==> src/design/ptc_pkg.sv <==
// types, codes and helpers shared by the timer/counter with capture
`default_nettype none

package ptc_pkg;

  typedef struct packed {
    logic [9:0] prescale_count;
    logic       ext_clock_pin;
    logic       capture_pin;
  } in_t;

  typedef struct packed {
    logic [15:0] count_value;
    logic        out_a_level;
    logic        out_b_level;
    logic        overflow_flag;
    logic        match_a_flag;
    logic        match_b_flag;
    logic        capture_flag;
    logic [15:0] capture_value;
  } out_t;

  typedef enum logic [1:0] {
    RegControlA = 2'd0,
    RegControlB = 2'd1,
    RegCompareA = 2'd2,
    RegCompareB = 2'd3
  } cfg_reg_e;

  typedef enum logic [2:0] {
    ClkStop    = 3'd0,
    ClkDiv1    = 3'd1,
    ClkDiv8    = 3'd2,
    ClkDiv64   = 3'd3,
    ClkDiv256  = 3'd4,
    ClkDiv1024 = 3'd5,
    ClkExtFall = 3'd6,
    ClkExtRise = 3'd7
  } clk_sel_e;

  typedef enum logic [1:0] {
    ResNormal = 2'd0,
    Res8Bit   = 2'd1,
    Res9Bit   = 2'd2,
    Res10Bit  = 2'd3
  } pwm_res_e;

  typedef enum logic [1:0] {
    ModeOff    = 2'd0,
    ModeToggle = 2'd1,
    ModeClear  = 2'd2,
    ModeSet    = 2'd3
  } out_mode_e;

  localparam logic [15:0] Top8Bit  = 16'h00ff;
  localparam logic [15:0] Top9Bit  = 16'h01ff;
  localparam logic [15:0] Top10Bit = 16'h03ff;

  localparam logic [2:0] FilterNoiseLimit = 3'd3;

  // new compare output level on a match
  function automatic logic apply_mode(input out_mode_e mode, input logic pwm,
                                      input logic down, input logic level);
    logic res;
    res = level;
    if (!pwm) begin
      case (mode)
        ModeToggle: res = ~level;
        ModeClear:  res = 1'b0;
        ModeSet:    res = 1'b1;
        default:    res = level;
      endcase
    end else begin
      case (mode)
        ModeClear: res = down;
        ModeSet:   res = ~down;
        default:   res = level;
      endcase
    end
    return res;
  endfunction

endpackage

`default_nettype wire

==> src/design/pwm_timer_counter_with_capture.sv <==
// top level: 16-bit timer/counter with phase-correct pwm, two compare units and input capture
//
//  channel | signals                          | direction | payload
//  --------+----------------------------------+-----------+---------------------------
//  in      | in_valid_i / in_ready_o          | into      | in_data_i (ptc_pkg::in_t)
//  out     | out_valid_o / out_ready_i        | out of    | out_data_o (ptc_pkg::out_t)
//  cfg     | cfg_valid_i / cfg_ready_o        | into      | cfg_index_i, cfg_data_i
//
// one item a cycle unless out stalls: each item is worked in a single pass from
// the timer state into the result register, so an accepted item shows on out in
// the next cycle. the result register frees whenever it is taken, so in stalls
// only while a result waits and out_ready_i is low. reset clears counter,
// direction, output levels, pin history, filter and captured value; cfg is always ready.
`default_nettype none

module pwm_timer_counter_with_capture #(
) (
  input  wire logic                clk_i,
  input  wire logic                rst_ni,
  input  wire logic                in_valid_i,
  output      logic                in_ready_o,
  input  wire ptc_pkg::in_t        in_data_i,
  output      logic                out_valid_o,
  input  wire logic                out_ready_i,
  output      ptc_pkg::out_t       out_data_o,
  input  wire logic                cfg_valid_i,
  output      logic                cfg_ready_o,
  input  wire ptc_pkg::cfg_reg_e   cfg_index_i,
  input  wire logic [15:0]         cfg_data_i
);
  import ptc_pkg::*;

  logic [7:0]  control_a_q;
  logic [7:0]  control_b_q;
  logic [15:0] compare_a_q;
  logic [15:0] compare_b_q;

  logic [15:0] counter_q, counter_d;
  logic        down_q, down_d;
  logic        out_a_q, out_a_d;
  logic        out_b_q, out_b_d;
  logic        ext_prev_q;
  logic        cap_prev_q;
  logic [2:0]  filter_q, filter_d;
  logic [15:0] captured_q, captured_d;

  logic        out_valid_q;
  out_t        out_q, out_d;

  logic        accept;
  logic        pwm;
  logic [15:0] top;
  logic        tick;
  logic [15:0] stepped;
  logic [15:0] cleared;
  logic        ovf, ma, mb, cf;
  logic [2:0]  filt_next;
  logic [2:0]  filt_limit;
  clk_sel_e    sel;
  pwm_res_e    res;

  assign in_ready_o  = ~out_valid_q | out_ready_i;
  assign accept      = in_valid_i & in_ready_o;
  assign cfg_ready_o = 1'b1;
  assign out_valid_o = out_valid_q;
  assign out_data_o  = out_q;

  assign res = pwm_res_e'(control_a_q[1:0]);
  assign sel = clk_sel_e'(control_b_q[2:0]);
  assign pwm = (res != ResNormal);

  always_comb begin
    unique case (res)
      Res8Bit:  top = Top8Bit;
      Res9Bit:  top = Top9Bit;
      default:  top = Top10Bit;
    endcase
  end

  always_comb begin
    unique case (sel)
      ClkStop:    tick = 1'b0;
      ClkDiv1:    tick = 1'b1;
      ClkDiv8:    tick = (in_data_i.prescale_count[2:0] == 3'd0);
      ClkDiv64:   tick = (in_data_i.prescale_count[5:0] == 6'd0);
      ClkDiv256:  tick = (in_data_i.prescale_count[7:0] == 8'd0);
      ClkDiv1024: tick = (in_data_i.prescale_count == 10'd0);
      ClkExtFall: tick = ~in_data_i.ext_clock_pin & ext_prev_q;
      default:    tick = in_data_i.ext_clock_pin & ~ext_prev_q;
    endcase
  end

  // counting, direction turn, overflow and compare matches
  always_comb begin
    counter_d = counter_q;
    down_d    = down_q;
    out_a_d   = out_a_q;
    out_b_d   = out_b_q;
    ovf       = 1'b0;
    ma        = 1'b0;
    mb        = 1'b0;
    stepped   = (pwm && down_q) ? counter_q - 16'd1 : counter_q + 16'd1;
    cleared   = stepped;
    if (tick) begin
      if (pwm) begin
        if (stepped == 16'd0 && down_q) begin
          down_d = 1'b0;
        end
        if (stepped == top && !down_d) begin
          down_d = 1'b1;
        end
      end
      ovf = (stepped == 16'd1) && !down_d;
      if (stepped == compare_a_q) begin
        if (control_b_q[3]) begin
          cleared = 16'd0;
        end
        out_a_d = apply_mode(out_mode_e'(control_a_q[7:6]), pwm, down_d, out_a_q);
        ma      = 1'b1;
      end
      // compare b sees the counter after any clear
      if (cleared == compare_b_q) begin
        out_b_d = apply_mode(out_mode_e'(control_a_q[5:4]), pwm, down_d, out_b_q);
        mb      = 1'b1;
      end
      counter_d = cleared;
    end
  end

  // capture edge detect and noise filter
  always_comb begin
    if (in_data_i.capture_pin != cap_prev_q && in_data_i.capture_pin == control_b_q[6]) begin
      filt_next = 3'd1;
    end else if (filter_q != 3'd0 && in_data_i.capture_pin == control_b_q[6]) begin
      filt_next = filter_q + 3'd1;
    end else begin
      filt_next = 3'd0;
    end
    filt_limit = control_b_q[7] ? FilterNoiseLimit : 3'd0;
    cf         = (filt_next > filt_limit);
    filter_d   = cf ? 3'd0 : filt_next;
    captured_d = cf ? counter_d : captured_q;
  end

  always_comb begin
    out_d.count_value   = counter_d;
    out_d.out_a_level   = out_a_d;
    out_d.out_b_level   = out_b_d;
    out_d.overflow_flag = ovf;
    out_d.match_a_flag  = ma;
    out_d.match_b_flag  = mb;
    out_d.capture_flag  = cf;
    out_d.capture_value = captured_d;
  end

  always_ff @(posedge clk_i or negedge rst_ni) begin
    if (!rst_ni) begin
      control_a_q <= '0;
      control_b_q <= '0;
      compare_a_q <= '0;
      compare_b_q <= '0;
    end else if (cfg_valid_i) begin
      unique case (cfg_index_i)
        RegControlA: control_a_q <= cfg_data_i[7:0];
        RegControlB: control_b_q <= cfg_data_i[7:0];
        RegCompareA: compare_a_q <= cfg_data_i;
        default:     compare_b_q <= cfg_data_i;
      endcase
    end
  end

  always_ff @(posedge clk_i or negedge rst_ni) begin
    if (!rst_ni) begin
      counter_q   <= '0;
      down_q      <= 1'b0;
      out_a_q     <= 1'b0;
      out_b_q     <= 1'b0;
      ext_prev_q  <= 1'b0;
      cap_prev_q  <= 1'b0;
      filter_q    <= '0;
      captured_q  <= '0;
      out_valid_q <= 1'b0;
    end else begin
      if (accept) begin
        counter_q  <= counter_d;
        down_q     <= down_d;
        out_a_q    <= out_a_d;
        out_b_q    <= out_b_d;
        ext_prev_q <= in_data_i.ext_clock_pin;
        cap_prev_q <= in_data_i.capture_pin;
        filter_q   <= filter_d;
        captured_q <= captured_d;
      end
      if (in_ready_o) begin
        out_valid_q <= in_valid_i;
      end
    end
  end

  always_ff @(posedge clk_i) begin
    if (accept) begin
      out_q <= out_d;
    end
  end

endmodule

`default_nettype wire
==> config.mk <==
export PLATFORM = sky130hd
export DESIGN_NAME = pwm_timer_counter_with_capture
export DESIGN_NICKNAME = d
export VERILOG_FILES = /design/src/design/ptc_pkg.sv /design/src/design/pwm_timer_counter_with_capture.sv
export SDC_FILE = /design/constraint.sdc
export NUM_CORES = 1
export LEC_CHECK = 0
export ABC_AREA = 1
export BUFFER_PORTS_ARGS = -buffer_cell sky130_fd_sc_hd__buf_4
export CORE_UTILIZATION = 33
export CTS_CLUSTER_SIZE = 10
export DETAILED_ROUTE_END_ITERATION = 10
export MAX_ROUTING_LAYER = met4
export PLACE_DENSITY = 0.52
export SLEW_MARGIN = 20
export SYNTH_ARGS = -nofsm -noshare
export SYNTH_HDL_FRONTEND = slang
export SYNTH_SLANG_ARGS = --single-unit
==> constraint.sdc <==
create_clock -name clk_i -period 6.13 [get_ports clk_i]
set_input_delay 0.3065 -clock clk_i [delete_from_list [all_inputs] [get_ports clk_i]]
set_output_delay 0.3065 -clock clk_i [all_outputs]
set_load 0.02 [all_outputs]
# Word level (Yosys, flattened, before mapping)
# Cells that the tools add are included.
dict set report classes {
  addsub 3
  n_eq_ne 22
  n_lt_le_gt_ge 1
  n_reduce_logical 23
  n_bitwise 11
  n_mux 30
}
# operator count
set op_table {}
lappend op_table {{two-way mux 16 bit} 6}
lappend op_table {{equality test 16 bit} 3}
lappend op_table {{one-hot mux 10 bit (2 select lines)} 1}
lappend op_table {{adder 16 x 1 -> 16 bit, second input constant} 1}
lappend op_table {{equality test 16 x 1 -> 1 bit, second input constant} 1}
lappend op_table {{logical NOT 16 bit} 1}
lappend op_table {{subtractor 16 x 1 -> 16 bit, second input constant} 1}
lappend op_table {{two-way mux 1 bit} 14}
lappend op_table {{equality test 2 bit, second input constant} 6}
lappend op_table {{logical NOT 10 bit} 1}
lappend op_table {{AND reduction 2 bit} 5}
lappend op_table {{equality test 3 bit, second input constant} 3}
lappend op_table {{two-way mux 3 bit} 3}
lappend op_table {{equality test 2 x 1 -> 1 bit, second input constant} 4}
lappend op_table {{logical NOT 8 bit} 1}
lappend op_table {{NOT 1 bit} 7}
lappend op_table {{one-hot mux 1 bit (7 select lines)} 1}
lappend op_table {{equality test 3 x 2 -> 1 bit, second input constant} 2}
lappend op_table {{logical AND 1 bit} 6}
lappend op_table {{logical NOT 3 bit} 2}
lappend op_table {{logical NOT 6 bit} 1}
lappend op_table {{one-hot mux 1 bit (3 select lines)} 2}
lappend op_table {{one-hot mux 1 bit (2 select lines)} 2}
lappend op_table {{adder 3 x 1 -> 3 bit, second input constant} 1}
lappend op_table {{12 further kinds} 15}
dict set report totals {
  input_bits 35
  reg_bits 127
  word_cells 111
  out_inout_bits 41
}

# Longest topological paths before layout
dict set report depth {
  ltp_word 18
  mapped_depth 35
}

# Worst setup path before layout
# No wires, ideal clock.
dict set report synth_timing {
  kind {flip-flop to flip-flop}
  startpoint {register control_a_q[0]}
  endpoint {register out_q, in the netlist out_data_o[20], data pin}
  t_arrival_ps 3323
  path_stages_with_launch 34
  setup_time_ps 255
  required_ps 5875
  period_less_slack_ps 3577
  slack_ps 2553
  cell_sequence {dfrtp_1 -> inv_1 -> ha_1 -> inv_2 -> nand2_4 -> buf_8 -> nand2_1 -> nand2_1 -> inv_1 -> ha_1 -> inv_1 -> nand2_1 -> nand3_1 -> nand2_2 -> nand2_1 -> nand2_1 -> nand2_1 -> nand2_2 -> nand2_1 -> nand2_1 -> inv_1 -> nand3_1 -> nor2_2 -> nand3_4 -> buf_6 -> nand2_1 -> nand2_1 -> nand2_2 -> nand2_1 -> nor2_1 -> nand2_1 -> nor2_2 -> nand4_1 -> and2_1}
}
dict set report synth_via {
  elab_chain_cells 18
}
# item line
set synth_rtl {}
lappend synth_rtl {{start: declaration} pwm_timer_counter_with_capture.sv:33} ;# logic [7:0] control_a_q;
lappend synth_rtl {{start signal: assignment} pwm_timer_counter_with_capture.sv:164} ;# RegControlA: control_a_q <= cfg_data_i[7:0];
lappend synth_rtl {{nonzero test 2 bit} pwm_timer_counter_with_capture.sv:70} ;# assign pwm = (res != ResNormal);
lappend synth_rtl {{logical AND 1 bit} pwm_timer_counter_with_capture.sv:102} ;# stepped = (pwm && down_q) ? counter_q - 16'd1 : counter_q + 16'd1;
lappend synth_rtl {{two-way mux 16 bit} pwm_timer_counter_with_capture.sv:102}
lappend synth_rtl {{logical NOT 16 bit} pwm_timer_counter_with_capture.sv:106} ;# if (stepped == 16'd0 && down_q) begin
lappend synth_rtl {{logical AND 1 bit} pwm_timer_counter_with_capture.sv:106}
lappend synth_rtl {{two-way mux 1 bit} pwm_timer_counter_with_capture.sv:106}
lappend synth_rtl {{two-way mux 1 bit} pwm_timer_counter_with_capture.sv:105} ;# if (pwm) begin
lappend synth_rtl {{two-way mux 1 bit} pwm_timer_counter_with_capture.sv:104} ;# if (tick) begin
lappend synth_rtl {{[3 not listed]} -}
lappend synth_rtl {{two-way mux 1 bit} pwm_timer_counter_with_capture.sv:105}
lappend synth_rtl {{two-way mux 1 bit} pwm_timer_counter_with_capture.sv:104}
lappend synth_rtl {{NOT 1 bit} ptc_pkg.sv:76} ;# ModeSet: res = ~down;
lappend synth_rtl {{one-hot mux 1 bit (2 select lines)} ptc_pkg.sv:74} ;# case (mode)
lappend synth_rtl {{two-way mux 1 bit} ptc_pkg.sv:66} ;# if (!pwm) begin
lappend synth_rtl {{two-way mux 1 bit (*)} pwm_timer_counter_with_capture.sv:122} ;# if (cleared == compare_b_q) begin
lappend synth_rtl {{two-way mux 1 bit (*)} pwm_timer_counter_with_capture.sv:104}
lappend synth_rtl {{net out_b_d} pwm_timer_counter_with_capture.sv:41} ;# logic out_b_q, out_b_d;
lappend synth_rtl {{end signal: assignment} pwm_timer_counter_with_capture.sv:202} ;# out_q <= out_d;
lappend synth_rtl {{end: declaration} pwm_timer_counter_with_capture.sv:48} ;# out_t out_q, out_d;
# The timed path passes the listed nets; every way through them passes the cells marked *. The select of a mux whose other input is x is not followed.
# A chain may end at the register's enable or synchronous reset.

# Worst setup path after layout
# Ends and elaborated chain as after synthesis.

==> flow_summary_export.csv <==
group,metric,value,unit
layout,fin_nets,1123,
clock_tree,cts_tree,"done",
sta,rsz0062_at_grt,"no",
sta,min_period,4.76,ns
placement,portBuffers,74,
sta,fmaxAchievable,210,MHz
pwr,p_leak,4.45,nW
clock_tree,cts_root_buffer,"clkbuf_16",
min_path,min_path_type,"input port to flop",
layout,area_growth,18.8,%
critical_path,crit_top_cell,"nand2_1",
critical_path,arrival,4.93,ns
global_route,grt_usage,19.2,%
global_route,antenna_found_initial,1,
die,die_h,153,µm
sta,finalSetupTns,0,ns
critical_path,cp_slowest_cell,"o21ai_1",
status,violations,"DRC",
pwr,ir_drop,209,µV
critical_path,startpoint,"control_a_q[0]",
critical_path,crit_fanout,23,
critical_path,r2r_start,"control_a_q[0]",
critical_path,end_kind,"flop",
placement,dp_cells,1338,
job,drv_cap,0,
synthesis,synth.distinct_cells,46,
synthesis,ys.flop_type,"dfrtp_1",
critical_path,critPathTopFamily,"simple AND/OR/NAND/NOR gates",
synthesis,synth.net_count,1058,
drt,drtAntennaViolNets,0,
clock_tree,clk_pin_slew,0.06,ns
sta,setup_slack,1.37,ns
global_route,first_global_vias,6003,
synthesis,netlist_area,7470,µm²
layout,finalInstanceArea,8880,µm²
layout,diodes,0,
synthesis,synth_seq_cells,123,
critical_path,crit_type,"flop to flop",
placement,hpwl,16500,µm
drt,wl_per_cell,15.4,µm
layout,instances_no_fill,1371,
sta,post-route-period-util,77.6,%
synthesis,ys_seq_area_share,43.7,%
synthesis,synth_edf_count,38,
drt,routed_via_density,4.80,
synthesis,synth_async_sr_flop_share,69.1,%
drt,drt-pass1-iter-count,8,
drt,vias,6578,
critical_path,startpoint_type,"flop",
status,status,"finished, violations left",
synthesis,synth_top_cells_by_area,"dfrtp_1, nand2_1, edfxtp_1",
pwr,p_per_area,519,nW/µm²
clock_tree,clk-insertion-delay-late,0.43,ns
die,pin_count,76,
sta,hold_viol_final,0,
placement,dp_slack,1.42,ns
placement,dpl_cell_area,8230,µm²
placement,finalWeightedCongestion,0.924,
synthesis,ys_warn_count,0,
clock_tree,cts_resized,0,
die,core,22000,µm²
global_route,grt_max_degree,80,
clock_tree,cts_made_buffers,17,
synthesis,netlist.area_leader.share,28.5,%
clock_tree,cts_setup_buffers,0,
layout,final_common_cell,"nand2_1",
synthesis,yosys.area.top_type,"dfrtp_1",
die,die_w,153,µm
clock_tree,clk_path_buf_depth,2,
clock_tree,htreeDepth,4,
drt,wl,21100,µm
synthesis,syn_area_per_cell,7.38,µm²
clock_tree,clock-sinks,123,
sta,tightest_slew,1.05,ns
pwr,finalPower,4.61,mW
layout,layout_common_cells,"nand2_1, inv_1, o21ai_0",
critical_path,required,6.31,ns
sta,setup_viol,0,
sta,slew_headroom,30.0,%
die,start_util,33.9,%
critical_path,cp_num_buf_inv,5,
sta,skew,0.0282,ns
drt,drc,1,
global_route,grt.overflow.total,0,
global_route,grt_pass1_wl,33400,µm
drt,drt_iter0_markers,515,
clock_tree,cts_hold_buf,1,
min_path,min_from,"in_data_i[0]",
die,row_count,54,
sta,slew_viol_final,0,
die,dieArea,23300,µm²
layout,drive_above_1_share,15.3,%
critical_path,cp_slowest_stage_delay,0.46,ns
synthesis,syn_inst,1013,
## cell usage after synthesis (7+ instances only)
cell and instances:
nand2_2 26, nand2_1 326, nor2_2 8, xor2_1 7, nor3_1 7, clkbuf_1 19
nor2_1 44, nand3_1 84, nand3b_1 11, o21ai_0 112, inv_2 7, o21ai_1 16
ha_1 10, nand4_1 14, dfrtp_1 85, edfxtp_1 38, inv_1 139
## report_power, final
| group | switching, mW | total [mW] | internal, mW |
|---|---|---|---|
| registers | 0.200 | 1.31 | 1.11 |
| clock network | 0.387 | 1.08 | 0.694 |
| logic | 1.52 | 2.22 | 0.704 |
| total | 2.10 | 4.61 | 2.51 |
## worst paths after layout
| kind | endpoint | slack (ns) | cells past startpoint |
|---|---|---|---|
| min in group asynchronous | compare_a_q[9] | 0.30 | 2 |
| max in group asynchronous | counter_q[10] | 4.65 | 3 |
| min | cap_prev_q | 0.1 | 3 |
| min reg2reg | control_a_q[1] | 0.48 | 2 |
| max | out_data_o[20] | 1.37 | 27 |
| max reg2reg | out_data_o[20] | 1.37 | 27 |
## metrics by stage
stage                     hold WS, ns  utilization, %
after global placement          0.213            37.4
final                          0.0987            40.3
after CTS                      0.0867            40.3
after detailed placement        0.215            37.4
after global routing            0.107            40.3
after floorplan                0.0109               -
## worst reg2reg max path, stage by stage, from the launching register on
cell and delay, ns:
dfrtp_1 0.39, inv_1 0.06, ha_1 0.33, inv_2 0.20, nand2_4 0.25, nand2_1 0.11
nand2_1 0.12, inv_1 0.08, ha_1 0.18, inv_1 0.08, nand2_1 0.09, nand3_1 0.11
nand2_2 0.08, xor2_2 0.23, inv_2 0.08, nand2_1 0.08, nand2_1 0.05, nor2_1 0.09
nand2_1 0.07, nor2_2 0.39, nand3_4 0.29, o21ai_1 0.46, nand2_1 0.09, nand2_1 0.10
nand2_1 0.05, nor2_1 0.13, nand4_1 0.13, and2_1 0.18
## layer usage
metal | GRT usage (%) | vias to the layer above | wire [µm]
met5 | - | - | 0
met2 | 29.6 | 161 | 9740
met1 | 26.3 | 3030 | 10300
met3 | 3.36 | 9 | 897
met4 | 4.33 | 0 | 129
li1 | - | 3378 | -
## layout make-up
class	instances	area, µm²
Timing Repair Buffer	77	581
Clock buffer	19	443
Sequential cell	123	3270
Fill cell	2294	13100
Tap cell	280	350
Clock inverter	13	189
Inverter	146	548
Multi-Input combinational cell	713	3500
## registers in the layout, summed over array words and instances (netlist names)
register     cells
down_q           1
counter_q       16
ext_prev_q       1
compare_a_q     16
out_data_o      38
cap_prev_q       1
out_valid_o      1
captured_q      16
filter_q         3
control_b_q      6
control_a_q      6
out_a_q          1
compare_b_q     16
out_b_q          1
## cell families after synthesis
kind of cell | count (synthesis) | synth area share [%]
AND/OR/NAND/NOR | 538 | 31.9
buffers and inverters | 177 | 9.54
AO/OA/AOI/OAI | 149 | 10.8
flip-flops | 123 | 43.7
XOR/XNOR | 15 | 2.33
adder cells (fa/ha/maj) | 10 | 1.67
other | 1 | 0.0502
No activity file was read; power rests on OpenSTA's default activity.
